File: src/design/mfbu_pkg.sv
// Shared types, constants and register codes for the motion field bilinear upsampler.
package mfbu_pkg;

	// Block geometry and frame limits.
	localparam int BLK_EDGE       = 16;
	localparam int BLOCK_SHIFT    = $clog2(BLK_EDGE);
	localparam int BLK_CENTRE     = BLK_EDGE / 2;
	localparam int MAX_WIDTH      = 512;
	localparam int MAX_HEIGHT     = 512;
	localparam int MAX_BLOCKS_DEF = 1024;

	// Field widths.
	localparam int SIZE_W  = 10;
	localparam int CNT_W   = 6;
	localparam int POS_W   = 9;
	localparam int IDX_W   = 10;
	localparam int COMP_W  = 8;
	localparam int RES_W   = 16;
	localparam int ADDR_W  = 2 * CNT_W;
	localparam int FRAC_W  = BLOCK_SHIFT;
	localparam int WGT_W   = BLOCK_SHIFT + 1;
	localparam int CIDX_W  = 3;

	// Request commands.
	localparam logic CMD_WRITE = 1'b0;
	localparam logic CMD_QUERY = 1'b1;

	// Configuration register indexes.
	typedef enum logic [CIDX_W-1:0] {
		CFG_FRAME_WIDTH  = 3'd0,
		CFG_FRAME_HEIGHT = 3'd1,
		CFG_BLOCKS_ACROSS = 3'd2,
		CFG_BLOCKS_DOWN  = 3'd3,
		CFG_FIELD_VALID  = 3'd4
	} cfg_reg_t;

	// Configuration register contents.
	typedef struct packed {
		logic [SIZE_W-1:0] frame_width;
		logic [SIZE_W-1:0] frame_height;
		logic [CNT_W-1:0]  blocks_across;
		logic [CNT_W-1:0]  blocks_down;
		logic              field_valid;
	} cfg_t;

	// One request item.
	typedef struct packed {
		logic                     command;
		logic [IDX_W-1:0]         entry_index;
		logic signed [COMP_W-1:0] forward_x_motion;
		logic signed [COMP_W-1:0] forward_y_motion;
		logic signed [COMP_W-1:0] backward_x_motion;
		logic signed [COMP_W-1:0] backward_y_motion;
		logic [POS_W-1:0]         pixel_x;
		logic [POS_W-1:0]         pixel_y;
		logic                     use_forward;
	} req_t;

	// One result item.
	typedef struct packed {
		logic signed [RES_W-1:0] motion_x_scaled;
		logic signed [RES_W-1:0] motion_y_scaled;
	} res_t;

	// One stored motion field entry.
	typedef struct packed {
		logic signed [COMP_W-1:0] fwd_x;
		logic signed [COMP_W-1:0] fwd_y;
		logic signed [COMP_W-1:0] bwd_x;
		logic signed [COMP_W-1:0] bwd_y;
	} entry_t;

	localparam int ENTRY_W = $bits(entry_t);

	// Located request leaving the address stages.
	typedef struct packed {
		logic              command;
		logic [IDX_W-1:0]  entry_index;
		entry_t            wdata;
		logic              use_forward;
		logic [ADDR_W-1:0] addr_top;
		logic [ADDR_W-1:0] addr_bot;
		logic              step_x;
		logic [FRAC_W-1:0] frac_x;
		logic [FRAC_W-1:0] frac_y;
	} loc_t;

	// One selected motion vector.
	typedef struct packed {
		logic signed [COMP_W-1:0] x;
		logic signed [COMP_W-1:0] y;
	} vec_t;

	// Four neighbouring vectors and the fractions that weight them.
	typedef struct packed {
		vec_t              v00;
		vec_t              v01;
		vec_t              v10;
		vec_t              v11;
		logic [FRAC_W-1:0] frac_x;
		logic [FRAC_W-1:0] frac_y;
	} blend_in_t;

endpackage

File: src/design/mfbu_locate.sv
// Address stages: position clamping, block split and neighbour address generation.
module mfbu_locate (
	input  logic           clk,
	input  logic           arst_n,
	input  mfbu_pkg::cfg_t cfg,
	input  logic           in_valid,
	output logic           in_ready,
	input  mfbu_pkg::req_t in_data,
	output logic           out_valid,
	input  logic           out_ready,
	output mfbu_pkg::loc_t out_data
);

	logic en_s1, en_s2, en_s3;
	logic valid_s1, valid_s2, valid_s3;

	logic [mfbu_pkg::SIZE_W-1:0] lim_w, lim_h;
	logic [mfbu_pkg::POS_W-1:0]  x_clamp, y_clamp;

	logic                        cmd_s1, fwd_s1;
	logic [mfbu_pkg::IDX_W-1:0]  idx_s1;
	mfbu_pkg::entry_t            wdata_s1;
	logic [mfbu_pkg::POS_W-1:0]  x_s1, y_s1;

	logic [mfbu_pkg::POS_W-1:0]  fxp, fyp;
	logic [mfbu_pkg::CNT_W-1:0]  bx_raw, by_raw, lim_bx, lim_by, bx, by;
	logic                        dx, dy;

	logic                        cmd_s2, fwd_s2, dx_s2, dy_s2;
	logic [mfbu_pkg::IDX_W-1:0]  idx_s2;
	mfbu_pkg::entry_t            wdata_s2;
	logic [mfbu_pkg::CNT_W-1:0]  bx_s2, by_s2;
	logic [mfbu_pkg::FRAC_W-1:0] fx_s2, fy_s2;

	logic [mfbu_pkg::ADDR_W-1:0] row_base, addr_top, addr_bot;
	mfbu_pkg::loc_t              loc_s3;

	// Elastic stage enables: a stage loads when empty or when its successor moves.
	assign en_s3    = !valid_s3 || out_ready;
	assign en_s2    = !valid_s2 || en_s3;
	assign en_s1    = !valid_s1 || en_s2;
	assign in_ready = en_s1;

	// Stage 1: clamp the position to the frame, limited to the largest frame.
	always_comb begin
		lim_w = (cfg.frame_width > mfbu_pkg::SIZE_W'(mfbu_pkg::MAX_WIDTH)) ?
			mfbu_pkg::SIZE_W'(mfbu_pkg::MAX_WIDTH) : cfg.frame_width;
		lim_h = (cfg.frame_height > mfbu_pkg::SIZE_W'(mfbu_pkg::MAX_HEIGHT)) ?
			mfbu_pkg::SIZE_W'(mfbu_pkg::MAX_HEIGHT) : cfg.frame_height;
		if (lim_w == '0) begin
			x_clamp = '0;
		end else if ({1'b0, in_data.pixel_x} >= lim_w) begin
			x_clamp = mfbu_pkg::POS_W'(lim_w - mfbu_pkg::SIZE_W'(1));
		end else begin
			x_clamp = in_data.pixel_x;
		end
		if (lim_h == '0) begin
			y_clamp = '0;
		end else if ({1'b0, in_data.pixel_y} >= lim_h) begin
			y_clamp = mfbu_pkg::POS_W'(lim_h - mfbu_pkg::SIZE_W'(1));
		end else begin
			y_clamp = in_data.pixel_y;
		end
	end

	always_ff @(posedge clk or negedge arst_n) begin
		if (!arst_n) begin
			valid_s1 <= 1'b0;
		end else if (en_s1) begin
			valid_s1 <= in_valid;
		end
	end

	always_ff @(posedge clk) begin
		if (en_s1) begin
			cmd_s1         <= in_data.command;
			idx_s1         <= in_data.entry_index;
			wdata_s1.fwd_x <= in_data.forward_x_motion;
			wdata_s1.fwd_y <= in_data.forward_y_motion;
			wdata_s1.bwd_x <= in_data.backward_x_motion;
			wdata_s1.bwd_y <= in_data.backward_y_motion;
			x_s1           <= x_clamp;
			y_s1           <= y_clamp;
			fwd_s1         <= in_data.use_forward;
		end
	end

	// Stage 2: shift back by half a block, split into block and fraction, clamp the block.
	always_comb begin
		fxp = (x_s1 > mfbu_pkg::POS_W'(mfbu_pkg::BLK_CENTRE)) ?
			x_s1 - mfbu_pkg::POS_W'(mfbu_pkg::BLK_CENTRE) : '0;
		fyp = (y_s1 > mfbu_pkg::POS_W'(mfbu_pkg::BLK_CENTRE)) ?
			y_s1 - mfbu_pkg::POS_W'(mfbu_pkg::BLK_CENTRE) : '0;
		bx_raw = mfbu_pkg::CNT_W'(fxp[mfbu_pkg::POS_W-1:mfbu_pkg::BLOCK_SHIFT]);
		by_raw = mfbu_pkg::CNT_W'(fyp[mfbu_pkg::POS_W-1:mfbu_pkg::BLOCK_SHIFT]);
		lim_bx = cfg.blocks_across - mfbu_pkg::CNT_W'(1);
		lim_by = cfg.blocks_down - mfbu_pkg::CNT_W'(1);
		bx = (bx_raw > lim_bx) ? lim_bx : bx_raw;
		by = (by_raw > lim_by) ? lim_by : by_raw;
		dx = ({1'b0, bx} + (mfbu_pkg::CNT_W+1)'(1)) < {1'b0, cfg.blocks_across};
		dy = ({1'b0, by} + (mfbu_pkg::CNT_W+1)'(1)) < {1'b0, cfg.blocks_down};
	end

	always_ff @(posedge clk or negedge arst_n) begin
		if (!arst_n) begin
			valid_s2 <= 1'b0;
		end else if (en_s2) begin
			valid_s2 <= valid_s1;
		end
	end

	always_ff @(posedge clk) begin
		if (en_s2) begin
			cmd_s2   <= cmd_s1;
			idx_s2   <= idx_s1;
			wdata_s2 <= wdata_s1;
			fwd_s2   <= fwd_s1;
			bx_s2    <= bx;
			by_s2    <= by;
			dx_s2    <= dx;
			dy_s2    <= dy;
			// In the last column or row the fraction is zero.
			fx_s2    <= dx ? fxp[mfbu_pkg::FRAC_W-1:0] : '0;
			fy_s2    <= dy ? fyp[mfbu_pkg::FRAC_W-1:0] : '0;
		end
	end

	// Stage 3: linear addresses of the upper-left and lower-left neighbours.
	always_comb begin
		row_base = mfbu_pkg::ADDR_W'(by_s2) * mfbu_pkg::ADDR_W'(cfg.blocks_across);
		addr_top = row_base + mfbu_pkg::ADDR_W'(bx_s2);
		addr_bot = addr_top + (dy_s2 ? mfbu_pkg::ADDR_W'(cfg.blocks_across) : '0);
	end

	always_ff @(posedge clk or negedge arst_n) begin
		if (!arst_n) begin
			valid_s3 <= 1'b0;
		end else if (en_s3) begin
			valid_s3 <= valid_s2;
		end
	end

	always_ff @(posedge clk) begin
		if (en_s3) begin
			loc_s3.command     <= cmd_s2;
			loc_s3.entry_index <= idx_s2;
			loc_s3.wdata       <= wdata_s2;
			loc_s3.use_forward <= fwd_s2;
			loc_s3.addr_top    <= addr_top;
			loc_s3.addr_bot    <= addr_bot;
			loc_s3.step_x      <= dx_s2;
			loc_s3.frac_x      <= fx_s2;
			loc_s3.frac_y      <= fy_s2;
		end
	end

	assign out_valid = valid_s3;
	assign out_data  = loc_s3;

endmodule

File: config.mk
export PLATFORM = sky130hd
export DESIGN_NAME = mfbu_locate
export DESIGN_NICKNAME = d
export VERILOG_FILES = /design/src/design/mfbu_pkg.sv /design/src/design/mfbu_locate.sv
export SDC_FILE = /design/constraint.sdc
export NUM_CORES = 1
export LEC_CHECK = 0
export BUFFER_PORTS_ARGS = -buffer_cell sky130_fd_sc_hd__buf_2
export CAP_MARGIN = 25
export CORE_UTILIZATION = 37
export DETAILED_ROUTE_END_ITERATION = 8
export SYNTH_ARGS = -nofsm -noshare
export SYNTH_HDL_FRONTEND = slang
export SYNTH_SLANG_ARGS = --single-unit
File: constraint.sdc
create_clock -name clk -period 4.8 [get_ports clk]
set_input_delay 0.24 -clock clk [delete_from_list [all_inputs] [get_ports clk]]
set_output_delay 0.24 -clock clk [all_outputs]
set_load 0.01 [all_outputs]
======== Word level (Yosys, flattened, before mapping) ========
Index checks and enable logic that the tools add are counted.
W data, S select, Z words.
word-level totals
  flip-flop bits (word level) ............. 208
  word-level logic and storage cells ...... 77
  output and inout port bits .............. 79
cells by class
  reduce and logical (&&, ||, !) cells .... 10
  multiplexer cells ....................... 9
  multipliers ............................. 1
  order comparisons ....................... 10
  $add $sub $neg .......................... 10
operators by type and width
  kind                    count
  $mux W9                 4
  $add A12 B6 Y12         2
  $ge A9 B10 Y1           2
  $gt A10 B10 Y1 const B  2
  $logic_not A10 Y1       2
  $mux W10                2
  $gt A9 B4 Y1 const B    2
  $mux W6                 3
  $sub A9 B1 Y9 const B   2
  $sub A9 B4 Y9 const B   2
  $add A6 B1 Y7 const B   2
  $lt A7 B6 Y1            2
  $gt A5 B6 Y1            2
  $mul A6 B6 Y12          1
  $sub A6 B1 Y6 const B   2
  $reduce_and A2 Y1       2
  $logic_not A1 Y1        3
  $logic_or A1 B1 Y1      3

======== Logic depth before layout (Yosys ltp) ========
  depth in word-level cells ............... 7
  depth in mapped cells ................... 25
  gate-level depth less buffers ........... 24

======== Worst setup path after synthesis ========
OpenSTA, ideal clock, no wires.
  kind .................................... flip-flop to flip-flop
  start point ............................. register y_s1[3] in the netlist's numbering
  end point ............................... register fy_s2[3] in the netlist's numbering, data pin
  data arrival time ....................... 4.760 ns
  required time ........................... 4.612 ns
  path slack .............................. -0.148 ns
  cell stages (with the launch flop) ...... 22
  cells stage by stage .................... edfxtp_1 -> inv_1 -> ha_1 -> a21oi_1 -> nor3b_1 -> nor2_1 -> ha_1 -> nor2b_1 -> o21a_1 -> o211ai_1 -> a21o_1 -> buf_4 -> nand2_1 -> o21ai_1 -> ha_1 -> or3b_2 -> mux2i_1 -> xor2_1 -> ha_1 -> a2111oi_0 -> inv_1 -> o41ai_1
between the ends
  word-level cells in the longest chain between the ends .. 7
  elaborated cells on any way between the ends .. 8
  classes of those cells .................. add/sub (2); order compare (3); mux (2); reduce/logical (1)
RTL lines
  element                                               line                                  source
  from (decl)                                           mfbu_locate.sv:23                     logic [mfbu_pkg::POS_W-1:0] x_s1, y_s1;
  from (signal assigned)                                mfbu_locate.sv:83                     y_s1 <= y_clamp;
  $sub A9 B4 Y9 / $gt A9 B4 Y1 (equally long branches)  mfbu_locate.sv:93, mfbu_locate.sv:92
  $mux W9 (*)                                           mfbu_locate.sv:92                     fyp = (y_s1 > mfbu_pkg::POS_W'(mfbu_pkg::BLK_CENTRE)) ?
  $gt A5 B6 Y1                                          mfbu_locate.sv:99                     by = (by_raw > lim_by) ? lim_by : by_raw;
  $mux W6 (*)                                           mfbu_locate.sv:99
  net by, one bit                                       mfbu_locate.sv:26                     logic [mfbu_pkg::CNT_W-1:0] bx_raw, by_raw, lim_bx, lim_by, bx, by;
  $add A6 B1 Y7 (*)                                     mfbu_locate.sv:101                    dy = ({1'b0, by} + (mfbu_pkg::CNT_W+1)'(1)) < {1'b0, cfg.blocks_down};
  $lt A7 B6 Y1 (*)                                      mfbu_locate.sv:101
  $reduce_and A2 Y1 (no source line) (*)                -
  to (signal assigned)                                  mfbu_locate.sv:124                    fy_s2 <= dy ? fyp[mfbu_pkg::FRAC_W-1:0] : '0;
  to (decl)                                             mfbu_locate.sv:33                     logic [mfbu_pkg::FRAC_W-1:0] fx_s2, fy_s2;
Mark *: on every way through the listed nets, which the timed path passes. The rest lies on a longest branch.
A chain may end at the register's enable or synchronous reset.

======== Worst setup path in the final report ========
  start point ............................. register by_s2[0] in the netlist's numbering
  end point ............................... register loc_s3 (netlist bit out_data[17]), data pin
between the ends
  word-level cells in the longest chain between the ends .. 3
RTL lines
  element                 line                source
  from (decl)             mfbu_locate.sv:32   logic [mfbu_pkg::CNT_W-1:0] bx_s2, by_s2;
  from (signal assigned)  mfbu_locate.sv:119  by_s2 <= by;
  $mul A6 B6 Y12          mfbu_locate.sv:130  row_base = mfbu_pkg::ADDR_W'(by_s2) * mfbu_pkg::ADDR_W'(cfg.blocks_across);
  $add A12 B6 Y12         mfbu_locate.sv:131  addr_top = row_base + mfbu_pkg::ADDR_W'(bx_s2);
  net addr_top, one bit   mfbu_locate.sv:35   logic [mfbu_pkg::ADDR_W-1:0] row_base, addr_top, addr_bot;
  $add A12 B6 Y12         mfbu_locate.sv:132  addr_bot = addr_top + (dy_s2 ? mfbu_pkg::ADDR_W'(cfg.blocks_across) : '0);
  net addr_bot, one bit   mfbu_locate.sv:35
  to (decl)               mfbu_locate.sv:36   mfbu_pkg::loc_t loc_s3;
The timed path passes the listed nets, and every way through them passes these cells.

==> flow_summary.json <==
{
  "finalHoldViolCount": 0,
  "slew_violations": 0,
  "outcome": "finished clean",
  "overflow": 0,
  "whs_ns": 0.0841,
  "cts_buffer_depth": 3,
  "grt_max_degree": 54,
  "die_h_um": 171,
  "ir_worst_vdd_mv": 0.397,
  "instances_no_fill": 1502,
  "leakage_nw": 6.04,
  "io_buffers": 176,
  "clk_pin_slew_ns": 0.06,
  "synth-edff-count": 205,
  "timing.critical_path.buf_inv": 4,
  "core_area_um2": 28000,
  "antenna_left": 0,
  "diodes": 0,
  "cts_tree": "built",
  "drv_cap": 0,
  "htreeDepth": 1,
  "relSlewSlack": 0.608,
  "hp-class": "in2reg",
  "placed_cells": 1396,
  "drt-initial-drc-count": 312,
  "critPathMaxStageDelay_ns": 0.55,
  "grt_pass1_wl_mm": 32.2,
  "drive_gt1_frac": 0.325,
  "seq_area_frac_synth": 0.587,
  "vias_per_cell": 4.63,
  "switching_share": 0.335,
  "grt_util_all_layers": 0.137,
  "endpoint_kind": "flop",
  "wirelength_mm": 20.8,
  "pre_cts_slack_ns": -0.113,
  "final.setup.worst_slack_ns": 0.141,
  "slowest_stage": "fa_1",
  "max_slew.worst_pin.slew_ns": 0.583,
  "synth.distinct_cells": 67,
  "fin_crit_ns": 4.66,
  "fin_nets": 1311,
  "p_int_mw": 5.49,
  "rsz0062_at_grt": "yes",
  "ys_warn_count": 0,
  "firstDrtPassIters": 4,
  "drc": 0,
  "finalCritPeriodShare": 0.971,
  "clkPwrFrac": 0.195,
  "worstPathArrival_ns": 4.91,
  "die_w_um": 171,
  "layout_common_cells": "edfxtp_1 (205), buf_2 (176), buf_4 (77)",
  "wl_per_cell_um": 13.8,
  "initial_core_util": 0.379,
  "rows": 61,
  "seqPwrFrac": 0.324,
  "dp_hpwl_mm": 15.1,
  "required_ns": 5.05,
  "critPathKind": "reg2reg",
  "cts.sinks": 208,
  "powerDensity_nw_per_um2": 584,
  "io_pins": 178,
  "dieArea_um2": 29400,
  "setup_viol": 0,
  "cts_buffers": 22,
  "path_cells": "nand2_1 > fa_1 > fa_1 > inv_1 > fa_1 > inv_2 > fa_1 > inv_2 > ha_4 > o21a_1 > o31a_1 > a21oi_2 > ha_4 > a21o_1 > o21bai_4 > nand4_1 > buf_4 > xnor2_1",
  "skew_ns": 0.00666,
  "place_congestion": 0.822,
  "vias": 6953,
  "avgSynthCellArea_um2": 13.3,
  "cpLargestDelayFamily": "adder cells",
  "crit_top_cell": "fa_1",
  "final_common_cell": "edfxtp_1",
  "synth.cell_area_um2": 10600,
  "critical_path.max_fanout": 6,
  "p_switching_mw": 2.76,
  "insertion_delay_ns": 0.50,
  "cts-root-buf": "clkbuf_16",
  "max_freq_ghz": 0.215,
  "pwr-share-comb": 0.482,
  "antenna_found_initial": 0,
  "grt_pass1_vias": 6649,
  "synthArstFlopShare": 0.0144,
  "area_delta_synth_final_pct": 33.3,
  "synth_seq_cells": 208,
  "worstSetupStartpointType": "flop",
  "syn_inst": 797,
  "ys.flop_type": "edfxtp_1"
}
-- power by group through the flow --
| stage | combinational, mW | clock, mW | sequential (mW) |
|---|---|---|---|
| 3_3_place_gp | 3.33 | 0 | 2.70 |
| 5_1_grt | 4.48 | 1.73 | 2.71 |
| 3_5_place_dp | 3.38 | 0 | 2.71 |
| 6_report | 3.98 | 1.61 | 2.67 |
| 2_1_floorplan | 2.18 | 0 | 2.80 |
| 4_1_cts | 3.55 | 1.67 | 2.67 |
-- synth_stat cells, types with 15 or more instances --
master    number  area, µm²
a21oi_1       16       80.1
and2_1        39        244
edfxtp_1     205       6160
fa_1          21        420
ha_1          82       1030
inv_1         63        236
mux2i_1       22        220
nand2_1       57        214
nand2b_1      30        188
nand3_1       15       75.1
nor2_1        29        109
o21ai_0       17       85.1
xnor2_1       23        201
xor2_1        15        131
-- routing by layer --
metal / global-route usage / part of all wire / vias to the layer above
met5: 0 / 0 / -
met4: 0.0373 / 0.019 / 0
met3: 0.0230 / 0.047 / 27
met2: 0.241 / 0.50 / 151
met1: 0.173 / 0.44 / 3236
li1: - / - / 3539
-- what timing repair did --
item,in CTS,in global routing
resized for setup,9,78
setup buffers,0,21
pin swaps,2,45
endpoints found under the hold margin,48,0
setup endpoints to repair,9,16
hold buffers,46,0
-- worst register-to-register path: stages (launching register included) --
cell      delay, ns
edfxtp_1       0.48
nand2_1        0.13
fa_1           0.45
fa_1           0.55
inv_1          0.05
fa_1           0.49
inv_2          0.04
fa_1           0.54
inv_2          0.05
ha_4           0.29
o21a_1         0.12
o31a_1         0.16
a21oi_2        0.07
ha_4           0.29
a21o_1         0.15
o21bai_4       0.13
nand4_1        0.15
buf_4          0.18
xnor2_1        0.11
-- sequential cells by signal, indices dropped and copies added (netlist names), 4 cells and up --
register and flops:
y_s1 9, wdata_s1 32, fx_s2 4, idx_s1 10, x_s1 9, fy_s2 4, bx_s2 6, wdata_s2 32
by_s2 6, idx_s2 10, out_data 77
-- final timing paths --
path / startpoint / to / slack [ns] / cells past startpoint
max: by_s2[0] / out_data[17] / 0.14 / 18
min: in_data[9] / y_s1[8] / 0.08 / 3
max reg2reg: by_s2[0] / out_data[17] / 0.14 / 18
min reg2reg: idx_s2[7] / out_data[73] / 0.41 / 0
max in group asynchronous: arst_n / out_valid / 4.60 / 2
min in group asynchronous: arst_n / valid_s1 / 0.09 / 2
-- logic make-up after synthesis --
group | share of synthesized area
other cells | 0.000353
fa+ha+maj | 0.136
flops | 0.587
compound gates | 0.0751
mux | 0.0248
simple gates | 0.113
xor+xnor | 0.0329
buf+inv | 0.0301
-- layout make-up --
type / count / area (µm²)
Sequential cell: 208 / 6230
Timing Repair Buffer: 303 / 1980
Clock buffer: 24 / 558
Inverter: 64 / 240
Tap cell: 378 / 473
Multi-Input combinational cell: 510 / 4520
Clock inverter: 15 / 131
Fill cell: 2471 / 13900
-- through the flow --
stage | setup TNS, ns | utilization | cell area, µm² | total power, mW
finish | 0 | 0.505 | 14100 | 8.25
global placement | -0.0686 | 0.441 | 12300 | 6.03
detailed placement | -0.243 | 0.442 | 12400 | 6.09
floorplan | 0 | - | 10600 | 4.98
global route | -0.288 | 0.505 | 14100 | 8.92
CTS | 0 | 0.484 | 13600 | 7.89
No activity file was read; power rests on OpenSTA's default activity.
