$ cat src/design/mfbu_pkg.sv
// Shared types, constants and register codes for the motion field bilinear upsampler.
package mfbu_pkg;

	// Block geometry and frame limits.
	localparam int BLK_EDGE       = 16;
	localparam int BLOCK_SHIFT    = $clog2(BLK_EDGE);
	localparam int BLK_CENTRE     = BLK_EDGE / 2;
	localparam int MAX_WIDTH      = 512;
	localparam int MAX_HEIGHT     = 512;
	localparam int MAX_BLOCKS_DEF = 1024;

	// Field widths.
	localparam int SIZE_W  = 10;
	localparam int CNT_W   = 6;
	localparam int POS_W   = 9;
	localparam int IDX_W   = 10;
	localparam int COMP_W  = 8;
	localparam int RES_W   = 16;
	localparam int ADDR_W  = 2 * CNT_W;
	localparam int FRAC_W  = BLOCK_SHIFT;
	localparam int WGT_W   = BLOCK_SHIFT + 1;
	localparam int CIDX_W  = 3;

	// Request commands.
	localparam logic CMD_WRITE = 1'b0;
	localparam logic CMD_QUERY = 1'b1;

	// Configuration register indexes.
	typedef enum logic [CIDX_W-1:0] {
		CFG_FRAME_WIDTH  = 3'd0,
		CFG_FRAME_HEIGHT = 3'd1,
		CFG_BLOCKS_ACROSS = 3'd2,
		CFG_BLOCKS_DOWN  = 3'd3,
		CFG_FIELD_VALID  = 3'd4
	} cfg_reg_t;

	// Configuration register contents.
	typedef struct packed {
		logic [SIZE_W-1:0] frame_width;
		logic [SIZE_W-1:0] frame_height;
		logic [CNT_W-1:0]  blocks_across;
		logic [CNT_W-1:0]  blocks_down;
		logic              field_valid;
	} cfg_t;

	// One request item.
	typedef struct packed {
		logic                     command;
		logic [IDX_W-1:0]         entry_index;
		logic signed [COMP_W-1:0] forward_x_motion;
		logic signed [COMP_W-1:0] forward_y_motion;
		logic signed [COMP_W-1:0] backward_x_motion;
		logic signed [COMP_W-1:0] backward_y_motion;
		logic [POS_W-1:0]         pixel_x;
		logic [POS_W-1:0]         pixel_y;
		logic                     use_forward;
	} req_t;

	// One result item.
	typedef struct packed {
		logic signed [RES_W-1:0] motion_x_scaled;
		logic signed [RES_W-1:0] motion_y_scaled;
	} res_t;

	// One stored motion field entry.
	typedef struct packed {
		logic signed [COMP_W-1:0] fwd_x;
		logic signed [COMP_W-1:0] fwd_y;
		logic signed [COMP_W-1:0] bwd_x;
		logic signed [COMP_W-1:0] bwd_y;
	} entry_t;

	localparam int ENTRY_W = $bits(entry_t);

	// Located request leaving the address stages.
	typedef struct packed {
		logic              command;
		logic [IDX_W-1:0]  entry_index;
		entry_t            wdata;
		logic              use_forward;
		logic [ADDR_W-1:0] addr_top;
		logic [ADDR_W-1:0] addr_bot;
		logic              step_x;
		logic [FRAC_W-1:0] frac_x;
		logic [FRAC_W-1:0] frac_y;
	} loc_t;

	// One selected motion vector.
	typedef struct packed {
		logic signed [COMP_W-1:0] x;
		logic signed [COMP_W-1:0] y;
	} vec_t;

	// Four neighbouring vectors and the fractions that weight them.
	typedef struct packed {
		vec_t              v00;
		vec_t              v01;
		vec_t              v10;
		vec_t              v11;
		logic [FRAC_W-1:0] frac_x;
		logic [FRAC_W-1:0] frac_y;
	} blend_in_t;

endpackage

$ cat src/design/mfbu_blend.sv
// Bilinear weighting stages and the result register.
module mfbu_blend (
	input  logic                clk,
	input  logic                arst_n,
	input  logic                field_ok,
	input  logic                in_valid,
	output logic                in_ready,
	input  mfbu_pkg::blend_in_t in_data,
	output logic                out_valid,
	input  logic                out_ready,
	output mfbu_pkg::res_t      out_data
);

	localparam int ROW_W = mfbu_pkg::COMP_W + mfbu_pkg::WGT_W + 1;
	localparam int SUM_W = ROW_W + mfbu_pkg::WGT_W + 1;

	logic en_s5, en_s6;
	logic valid_s5, valid_s6;

	logic [mfbu_pkg::WGT_W-1:0]  wx_near, wx_far, wy_far;
	logic signed [ROW_W-1:0]     wxn_ext, wxf_ext;
	logic signed [ROW_W-1:0]     top_x, bot_x, top_y, bot_y;
	logic signed [ROW_W-1:0]     top_x_s5, bot_x_s5, top_y_s5, bot_y_s5;
	logic [mfbu_pkg::WGT_W-1:0]  wy_near_s5, wy_far_s5;
	logic signed [SUM_W-1:0]     wyn_ext, wyf_ext;
	logic signed [SUM_W-1:0]     sum_x, sum_y;
	mfbu_pkg::res_t              res_s6;

	// Clamp a weighted sum into the result range.
	function automatic logic signed [mfbu_pkg::RES_W-1:0] sat(input logic signed [SUM_W-1:0] v);
		logic signed [SUM_W-1:0] hi, lo;
		hi = SUM_W'((1 << (mfbu_pkg::RES_W - 1)) - 1);
		lo = -SUM_W'(1 << (mfbu_pkg::RES_W - 1));
		if (v > hi) begin
			return mfbu_pkg::RES_W'(hi);
		end else if (v < lo) begin
			return mfbu_pkg::RES_W'(lo);
		end
		return mfbu_pkg::RES_W'(v);
	endfunction

	// Elastic stage enables.
	assign en_s6    = !valid_s6 || out_ready;
	assign en_s5    = !valid_s5 || en_s6;
	assign in_ready = en_s5;

	// Stage 5: horizontal blend of the upper and lower neighbour pairs.
	always_comb begin
		wx_far  = mfbu_pkg::WGT_W'(in_data.frac_x);
		wx_near = mfbu_pkg::WGT_W'(mfbu_pkg::BLK_EDGE) - wx_far;
		wy_far  = mfbu_pkg::WGT_W'(in_data.frac_y);
		wxn_ext = ROW_W'($signed({1'b0, wx_near}));
		wxf_ext = ROW_W'($signed({1'b0, wx_far}));
		top_x = ROW_W'(in_data.v00.x) * wxn_ext + ROW_W'(in_data.v01.x) * wxf_ext;
		bot_x = ROW_W'(in_data.v10.x) * wxn_ext + ROW_W'(in_data.v11.x) * wxf_ext;
		top_y = ROW_W'(in_data.v00.y) * wxn_ext + ROW_W'(in_data.v01.y) * wxf_ext;
		bot_y = ROW_W'(in_data.v10.y) * wxn_ext + ROW_W'(in_data.v11.y) * wxf_ext;
	end

	always_ff @(posedge clk or negedge arst_n) begin
		if (!arst_n) begin
			valid_s5 <= 1'b0;
		end else if (en_s5) begin
			valid_s5 <= in_valid;
		end
	end

	always_ff @(posedge clk) begin
		if (en_s5) begin
			top_x_s5   <= top_x;
			bot_x_s5   <= bot_x;
			top_y_s5   <= top_y;
			bot_y_s5   <= bot_y;
			wy_far_s5  <= wy_far;
			wy_near_s5 <= mfbu_pkg::WGT_W'(mfbu_pkg::BLK_EDGE) - wy_far;
		end
	end

	// Stage 6: vertical blend, saturation and the invalid-field override.
	always_comb begin
		wyn_ext = SUM_W'($signed({1'b0, wy_near_s5}));
		wyf_ext = SUM_W'($signed({1'b0, wy_far_s5}));
		sum_x = SUM_W'(top_x_s5) * wyn_ext + SUM_W'(bot_x_s5) * wyf_ext;
		sum_y = SUM_W'(top_y_s5) * wyn_ext + SUM_W'(bot_y_s5) * wyf_ext;
	end

	always_ff @(posedge clk or negedge arst_n) begin
		if (!arst_n) begin
			valid_s6 <= 1'b0;
		end else if (en_s6) begin
			valid_s6 <= valid_s5;
		end
	end

	always_ff @(posedge clk) begin
		if (en_s6) begin
			res_s6.motion_x_scaled <= field_ok ? sat(sum_x) : '0;
			res_s6.motion_y_scaled <= field_ok ? sat(sum_y) : '0;
		end
	end

	assign out_valid = valid_s6;
	assign out_data  = res_s6;

endmodule

$ cat config.mk
export PLATFORM = sky130hd
export DESIGN_NAME = mfbu_blend
export DESIGN_NICKNAME = d
export VERILOG_FILES = /design/src/design/mfbu_pkg.sv /design/src/design/mfbu_blend.sv
export SDC_FILE = /design/constraint.sdc
export NUM_CORES = 1
export LEC_CHECK = 0
export BUFFER_PORTS_ARGS = -buffer_cell sky130_fd_sc_hd__clkbuf_2
export CAP_MARGIN = 15
export CORE_ASPECT_RATIO = 1.75
export CORE_MARGIN = 1
export CORE_UTILIZATION = 30
export CTS_CLUSTER_DIAMETER = 120
export DETAILED_ROUTE_END_ITERATION = 6
export GPL_TIMING_DRIVEN = 0
export PLACE_DENSITY = 0.52
export SYNTH_ARGS = -nofsm -noshare
export SYNTH_HDL_FRONTEND = slang
export SYNTH_SLANG_ARGS = --single-unit
$ cat constraint.sdc
create_clock -name clk -period 7.88 [get_ports clk]
set_clock_uncertainty 0.15 [all_clocks]
set_input_delay 0.788 -clock clk [delete_from_list [all_inputs] [get_ports clk]]
set_output_delay 0.788 -clock clk [all_outputs]
set_load 0.03 [all_outputs]
Word level (Yosys, flattened, before mapping)
Index checks and enable logic that the tools add are counted.
{"block": "op_classes", "n_addsub": 8, "n_mul": 12, "n_div": 0, "magnitude_cmp": 4, "n_eq_ne": 0, "shifts": 0, "n_mux": 12, "bitwise": 0, "reduce_logical": 4}
{"op": "$mux 16", "count": 6}
{"op": "$add 14x13->14", "count": 4}
{"op": "$mul 8x6->14", "count": 4}
{"op": "$mul 8x5->13", "count": 4}
{"op": "$add 20x19->20", "count": 2}
{"op": "$gt 20x16->1 const B", "count": 2}
{"op": "$lt 20x16->1 const B", "count": 2}
{"op": "$mul 14x6->20", "count": 2}
{"op": "$mul 14x5->19", "count": 2}
{"op": "$sub 5x4->5 const A", "count": 2}
{"op": "$mux 1", "count": 6}
{"op": "$logic_not 1->1", "count": 2}
{"op": "$logic_or 1x1->1", "count": 2}
{"block": "totals", "register_bits": 99, "latchBits": 0, "mem_bits_rw": 0, "rom_bits": 0, "output_inout_bits": 34, "wordCells": 50, "memories": 0}

Longest topological paths before layout
Gate-level depths: netlist of run 1.
{"block": "logic_depth", "word_depth": 7, "mapped_depth": 25, "ltp_nobuf": 22}

Worst setup path before layout of run 1
Ideal clock, no wire load.
{"block": "synth_path", "path_type": "input -> register", "startpoint": "input port in_data[4] (netlist bit)", "endpoint": "register bot_x_s5[12] (data pin)", "setup_time_ns": 0.195, "t_arrival_ns": 6.413, "required_ns": 7.535, "slack_ns": 1.122, "path_stages": 24, "cell_sequence": "clkbuf_1 -> buf_1 -> inv_1 -> ha_1 -> xnor2_1 -> clkbuf_1 -> nand2_1 -> fa_1 -> fa_1 -> inv_1 -> fa_1 -> inv_1 -> fa_1 -> fa_1 -> inv_1 -> ha_1 -> nor2b_1 -> o21ai_0 -> a21boi_0 -> o21ai_0 -> a21boi_0 -> o21ai_0 -> nand2_1 -> o311ai_0"}
{"block": "synth_via", "elab_chain_cells": 3, "elab_cells_between_ends": 4}
{"item": "start, declared", "line": "mfbu_blend.sv:8", "source": "input mfbu_pkg::blend_in_t in_data,"}
{"item": "$sub 5x4->5", "line": "mfbu_blend.sv:50", "source": "wx_near = mfbu_pkg::WGT_W'(mfbu_pkg::BLK_EDGE) - wx_far;"}
{"item": "$mul 8x6->14", "line": "mfbu_blend.sv:55", "source": "bot_x = ROW_W'(in_data.v10.x) * wxn_ext + ROW_W'(in_data.v11.x) * wxf_ext;"}
{"item": "$add 14x13->14 *", "line": "mfbu_blend.sv:55"}
{"item": "via bot_x[12]", "line": "mfbu_blend.sv:22", "source": "logic signed [ROW_W-1:0] top_x, bot_x, top_y, bot_y;"}
{"item": "end signal, assigned", "line": "mfbu_blend.sv:71", "source": "bot_x_s5 <= bot_x;"}
{"item": "end, declared", "line": "mfbu_blend.sv:23", "source": "logic signed [ROW_W-1:0] top_x_s5, bot_x_s5, top_y_s5, bot_y_s5;"}
Mark *: on every way through the listed nets, which the timed path passes. The rest lies on a longest branch.
A chain may end at the register's enable or synchronous reset.

Worst setup path in the final report of run 1
{"block": "layout_path", "startpoint": "input port in_data[4] (netlist bit)", "endpoint": "register top_y_s5[12] (data pin)"}
{"block": "layout_via", "elab_chain_cells": 3, "elab_cells_between_ends": 4}
{"item": "$sub 5x4->5", "line": "mfbu_blend.sv:50"}
{"item": "$mul 8x6->14", "line": "mfbu_blend.sv:56", "source": "top_y = ROW_W'(in_data.v00.y) * wxn_ext + ROW_W'(in_data.v01.y) * wxf_ext;"}
{"item": "$add 14x13->14 *", "line": "mfbu_blend.sv:56"}
{"item": "via top_y[12]", "line": "mfbu_blend.sv:22"}
{"item": "end signal, assigned", "line": "mfbu_blend.sv:72", "source": "top_y_s5 <= top_y;"}
{"item": "end, declared", "line": "mfbu_blend.sv:23"}
Marks and branches as above.

==> results of run 1 <==
==> flip-flops by register name, summed over array words and instances, names as in the netlist, 3 cells and up <==
name	cells
bot_x_s5	14
bot_y_s5	14
out_data	32
top_x_s5	14
top_y_s5	14
wy_far_s5	3
wy_near_s5	5
==> metrics by stage <==
stage / TNS [ps] / std cells / util [%]
after floorplan: 0 / 2574 / -
after global placement: -31480 / 3740 / 32.5
after detailed placement: -30690 / 3744 / 32.6
after CTS: 0 / 3758 / 32.9
after global routing: 0 / 3758 / 33.0
final: 0 / 3759 / 33.0
==> worst paths after layout <==
path,slack (ps),to,cells after the start,from
worst min register to register,330,out_valid,1,valid_s5
worst max-delay path,390,top_y_s5[12],25,in_data[4]
worst min-delay path,30,valid_s5,1,arst_n
min in group clk,330,out_valid,1,valid_s5
max in group asynchronous,7460,out_valid,1,arst_n
worst max register to register,440,out_data[16],21,wy_near_s5[2]
==> critical path: cells and delay by family <==
kind	cells	cell delay (ps)
and+or+nand+nor	3	420
buffers and inverters	8	1430
AOI/OAI and AO/OA	6	1490
xor gates and xnor gates	1	360
adders and majority gates	7	3030
==> timing repair <==
action,in CTS,in global routing
endpoints found under the setup margin,30,4
cloned,0,0
gates resized for setup,18,11
==> area by class of cell <==
type	count	area, um^2	share of cell area (%)
repair buffers	113	618	2.29
clock inverters	5	32.5	0.120
diodes	1	2.50	0.00927
flip-flops and latches	98	2930	10.9
plain buffers	60	269	0.996
well taps	1057	1320	4.90
inverters	666	2500	9.26
clock buffers	9	225	0.834
multi-input cells	1750	19100	70.7
==> cells by family (layout without fill, tap and decap cells) <==
group / Yosys count / count (layout) / share of synthesized area [%]
muxes: 3 / 3 / 0.121
AOI/OAI and AO/OA: 198 / 198 / 5.67
other: 0 / 1 / 0
and+or+nand+nor: 682 / 682 / 14.4
buffers and inverters: 726 / 853 / 11.1
DFF: 98 / 98 / 11.9
xor gates and xnor gates: 103 / 103 / 3.65
adders and majority gates: 764 / 764 / 53.2
==> per-layer routing <==
| metal | vias to the layer above | track usage [%] | part of all wire, % |
|---|---|---|---|
| li1 | 7980 | - | - |
| met1 | 8495 | 17.1 | 38 |
| met2 | 224 | 32.3 | 57 |
| met3 | 68 | 1.35 | 2.3 |
| met4 | 6 | 5.21 | 3.0 |
| met5 | - | 0 | 0.071 |
==> placed cells by master (no fill, tap or decap), drive strengths merged, types with 10 or more instances in the layout <==
cell,n
xor2,19
fa,480
nand3,11
nand2,240
and2,337
nor3,14
o21ai,50
a21oi,47
clkbuf,171
a21o,32
nor2,39
xnor2,84
ha,284
nand2b,10
buf,11
a21boi,13
edfxtp,96
inv,667
==> flow_summary.ini, run 1 <==
[routing]
vias = 16800
totalWireLength_mm = 63.8
wire_per_inst_um = 17.0
dr.pass1.iters = 5
avgViaCountPerCell = 4.46
final_antenna_net_count = 0
drc = 0
drt-initial-drc-count = 449

[finish]
fillerInstances = 8536
final_cell_area_mm2 = 0.0270
area_delta_synth_final_pct = 9.14
fin_nets = 3539
drive_gt1_share_pct = 6.59

[die]
die_x_um = 219
io_pins = 111
initial_core_util_pct = 30.2
die_area_mm2 = 0.0837
row_count = 139
die_h_um = 382
core_area_mm2 = 0.0819

[synthesis]
syn_avg_cell_area_um2 = 9.61
synth_top_cell_area_share_pct = 38.8
synth_ff_type = edfxtp_1
postSynthCellCount = 2574
syn-num-nets = 3415
yosys_register_bits = 98
synth.yosys.seq_area_share_pct = 11.9
yosys.area.top_type = fa_1
synth_area_leaders = fa_1, ha_1, edfxtp_1
syn_area_mm2 = 0.0247
ys_top_cells_by_count = inv_1, fa_1, and2_1
synth_cell_type_count = 64
synth_edf_count = 96
yosys_warnings = 0
synth_most_common_cell = inv_1
async_reset_ff_share_pct = 2.04

[placed_design]
gp_congestion = 0.834
post-place-ws_ps = -1890
placed_cell_area_mm2 = 0.0267
port_buffers = 109
hpwl_mm = 57.3

[setup_path]
slowest_stage = fa_1
crit_fanout = 10
setup.worst_path.start_class = input pin
worstPathArrival_ps = 7500
cp_slowest_stage_delay_ps = 530
required_ps = 7890
crit_path_frequent_cell = fa_1
critical_path_class = in2reg
end_kind = register

[grt]
grt_max_degree = 34
antenna_found_initial = 6
first_global_vias = 18400
grt_pass1_wl_mm = 101
track_usage_pct = 16.1
grt.overflow.total = 0

[timing]
tightest_slew_ps = 882
layout_setup_ws_ps = 389
rsz0062_at_grt = false
fin_crit_ps = 7490
finalHoldViolations = 0
max_clock_freq_mhz = 134
timing.final.crit_share_pct = 95.1
finalMaxSlewViolations = 0
setup_viol = 0
holdWs_ps = 27.9
slew_headroom_pct = 41.2

[outcome]
outcome = finished clean

[job]
maxCapViolCount = 0

[cts]
path_clk_slew_ps = 70
clock-sinks = 98
cts_tree = built
cts-root-buf = clkbuf_16
hold_buffers = 0
htreeDepth = 3
cts_buffers = 9
cts_buffer_depth = 2
cts_setup_buffers = 0
worstSkewPairLatency_ps = 380

[hold_path]
hp-class = in2async
Power of run 1 is not shown: default switching activity piles up to over one toggle a cycle in this logic, so the estimate is an artifact.
==> inputs of run 2 (changes only) <==
ABC_AREA = 1   (was not set)
==> run 2 against run 1 <==
Hold slack improved by 360 ps. Setup slack worse by 70 ps. Routed wire length grew 5.9%. Utilization barely moved. Final cell count is 16% higher. Non-clock buffer count shrank 3. Synthesized cell count rose by 22%. Critical endpoint is now top_x_s5[13].
==> flow_summary.ini, run 2 <==
[setup_path]
cp_slowest_stage_delay_ps = 770
critical_path_class = in2reg
crit_fanout = 10
worstPathArrival_ps = 7560
slowest_stage = clkbuf_1
worst-path-buf-inv = 7
crit_path_frequent_cell = fa_1
required_ps = 7880
end_kind = register
rrSetupSlack_ps = 1110
r2r-start = wy_near_s5[2]
setup.worst_path.start_class = input pin
crit_family = adder cells
reg2regPathDepth = 24
r2r-end = out_data[11]

[finish]
largest_reg_flops = 32
fin_util_pct = 33.0
mostFrequentLayoutCells = inv_1, nand2_1, fa_1
layout_commonest_cell = inv_1
fin_nets = 4101
drive_gt1_share_pct = 5.11
area_delta_synth_final_pct = 8.71

[grt]
grt.overflow.total = 0
grt_max_degree = 61
track_usage_pct = 16.5
first_global_vias = 20500
grt_pass1_wl_mm = 109
antenna_found_initial = 8

[synthesis]
async_reset_ff_share_pct = 2.04
synth_top_cell_area_share_pct = 37.5
syn-num-nets = 3983
synth_edf_count = 96
ys_top_cells_by_count = inv_1, nand2_1, fa_1
syn_avg_cell_area_um2 = 8.15
synth_cell_type_count = 35
synth.yosys.seq_area_share_pct = 11.4
synth_most_common_cell = inv_1
synth_area_leaders = fa_1, inv_1, ha_1
postSynthCellCount = 3142
synth_ff_type = edfxtp_1
yosys_register_bits = 98
syn_area_mm2 = 0.0256
yosys.area.top_type = fa_1
yosys_warnings = 0

[die]
core_area_mm2 = 0.0845
die_area_mm2 = 0.0866
initial_core_util_pct = 30.3
io_pins = 111
die_x_um = 223
die_h_um = 389
row_count = 141

[cts]
worstSkewPairLatency_ps = 380
clock-sinks = 98
cts_tree = built
cts_buffer_depth = 2
path_clk_slew_ps = 70
cts_buffers = 9
cts-root-buf = clkbuf_16
htreeDepth = 3
cts_setup_buffers = 0

[placed_design]
hpwl_mm = 60.8
port_buffers = 106
post-place-ws_ps = -883
gp_congestion = 0.845

[timing]
layout_setup_ws_ps = 320
holdWs_ps = 383
rsz0062_at_grt = false
setup_viol = 0
timing.final.crit_share_pct = 95.9
fin_crit_ps = 7560
slew_headroom_pct = 29.7
tightest_slew_ps = 1050
finalMaxSlewViolations = 0
finalHoldViolations = 0
max_clock_freq_mhz = 132

[routing]
vias = 18600
totalWireLength_mm = 67.6
dr.pass1.iters = 5
drt-initial-drc-count = 785
wire_per_inst_um = 15.6
final_antenna_net_count = 0
avgViaCountPerCell = 4.29
drc = 0

[hold_path]
hp-class = reg2reg
whs_endpoint = out_valid
hp-start = valid_s5
min_delay_path_depth = 2

[outcome]
outcome = finished clean

[job]
maxCapViolCount = 0
-- run 2: cell count changes after synthesis, moves of 32 or more --
cell and change:
a21oi_1 +32, and2_1 -335, inv_1 +385, nand2_1 +504, nand3_1 +47, nor2_1 +42, xnor2_1 -45, xor2_1 +41
-- run 2: logic make-up (layout without fill, tap and decap cells) --
kind of cell             Yosys count  in the layout  share of synthesized area (%)
buffers and inverters           1126           1249                           16.6
AND/OR/NAND/NOR                  932            932                           14.4
adder cells (fa/ha/maj)          764            764                           51.4
AO/OA/AOI/OAI                    119            119                           2.54
XOR/XNOR                         103            103                           3.64
flip-flops                        98             98                           11.4
other                              0              6                              0
-- run 2: timing repair --
action | CTS | global route
resized for setup | 2 | 0
setup endpoints to repair | 22 | 0
endpoints found under the hold margin | 2 | 0
hold buffers | 1 | 0
-- run 2: tightest hold or removal path: cells and delay by family, from the launching register on --
kind                   cells  cell delay [ps]
flip-flops                 1              400
buffers and inverters      1               50
AND/OR/NAND/NOR            1               50
-- run 2: worst max-delay path by stage --
stage                from            to  slack (ps)  cells past startpoint
2_1_floorplan  in_data[4]  bot_y_s5[11]        1450                     27
3_3_place_gp   in_data[4]  bot_y_s5[13]        -850                     22
3_5_place_dp   in_data[4]  top_x_s5[13]        -880                     27
4_1_cts        in_data[5]  top_x_s5[13]         260                     25
5_1_grt        in_data[5]  bot_y_s5[11]           7                     26
6_report       in_data[5]  top_x_s5[13]         320                     25
-- run 2: area by class of cell --
cell class	count	area (um^2)
flip-flops and latches	98	2930
multi-input cells	1918	18500
well taps	1072	1340
diodes	6	15.0
clock inverters	7	67.6
repair buffers	108	568
plain buffers	62	260
fillers	9043	56700
inverters	1063	3990
clock buffers	9	225
-- run 2: through the flow --
stage / area [um^2] / setup TNS (ps) / std cells
after floorplan: 25600 / 0 / 3142
final: 27900 / 0 / 4343
after global routing: 27900 / 0 / 4343
after detailed placement: 27500 / -16850 / 4321
after CTS: 27800 / 0 / 4337
after global placement: 27500 / -15650 / 4320
-- run 2: routing by layer --
layer  vias up  global-route usage (%)  routed length [um]
met2       252                    33.3               38100
met4         2                    6.80                2750
met5         -                       0                  13
met1      9101                    17.1               25500
met3        94                    1.13                1250
li1       9185                       -                   -
Power of run 2 is left out for the same reason.
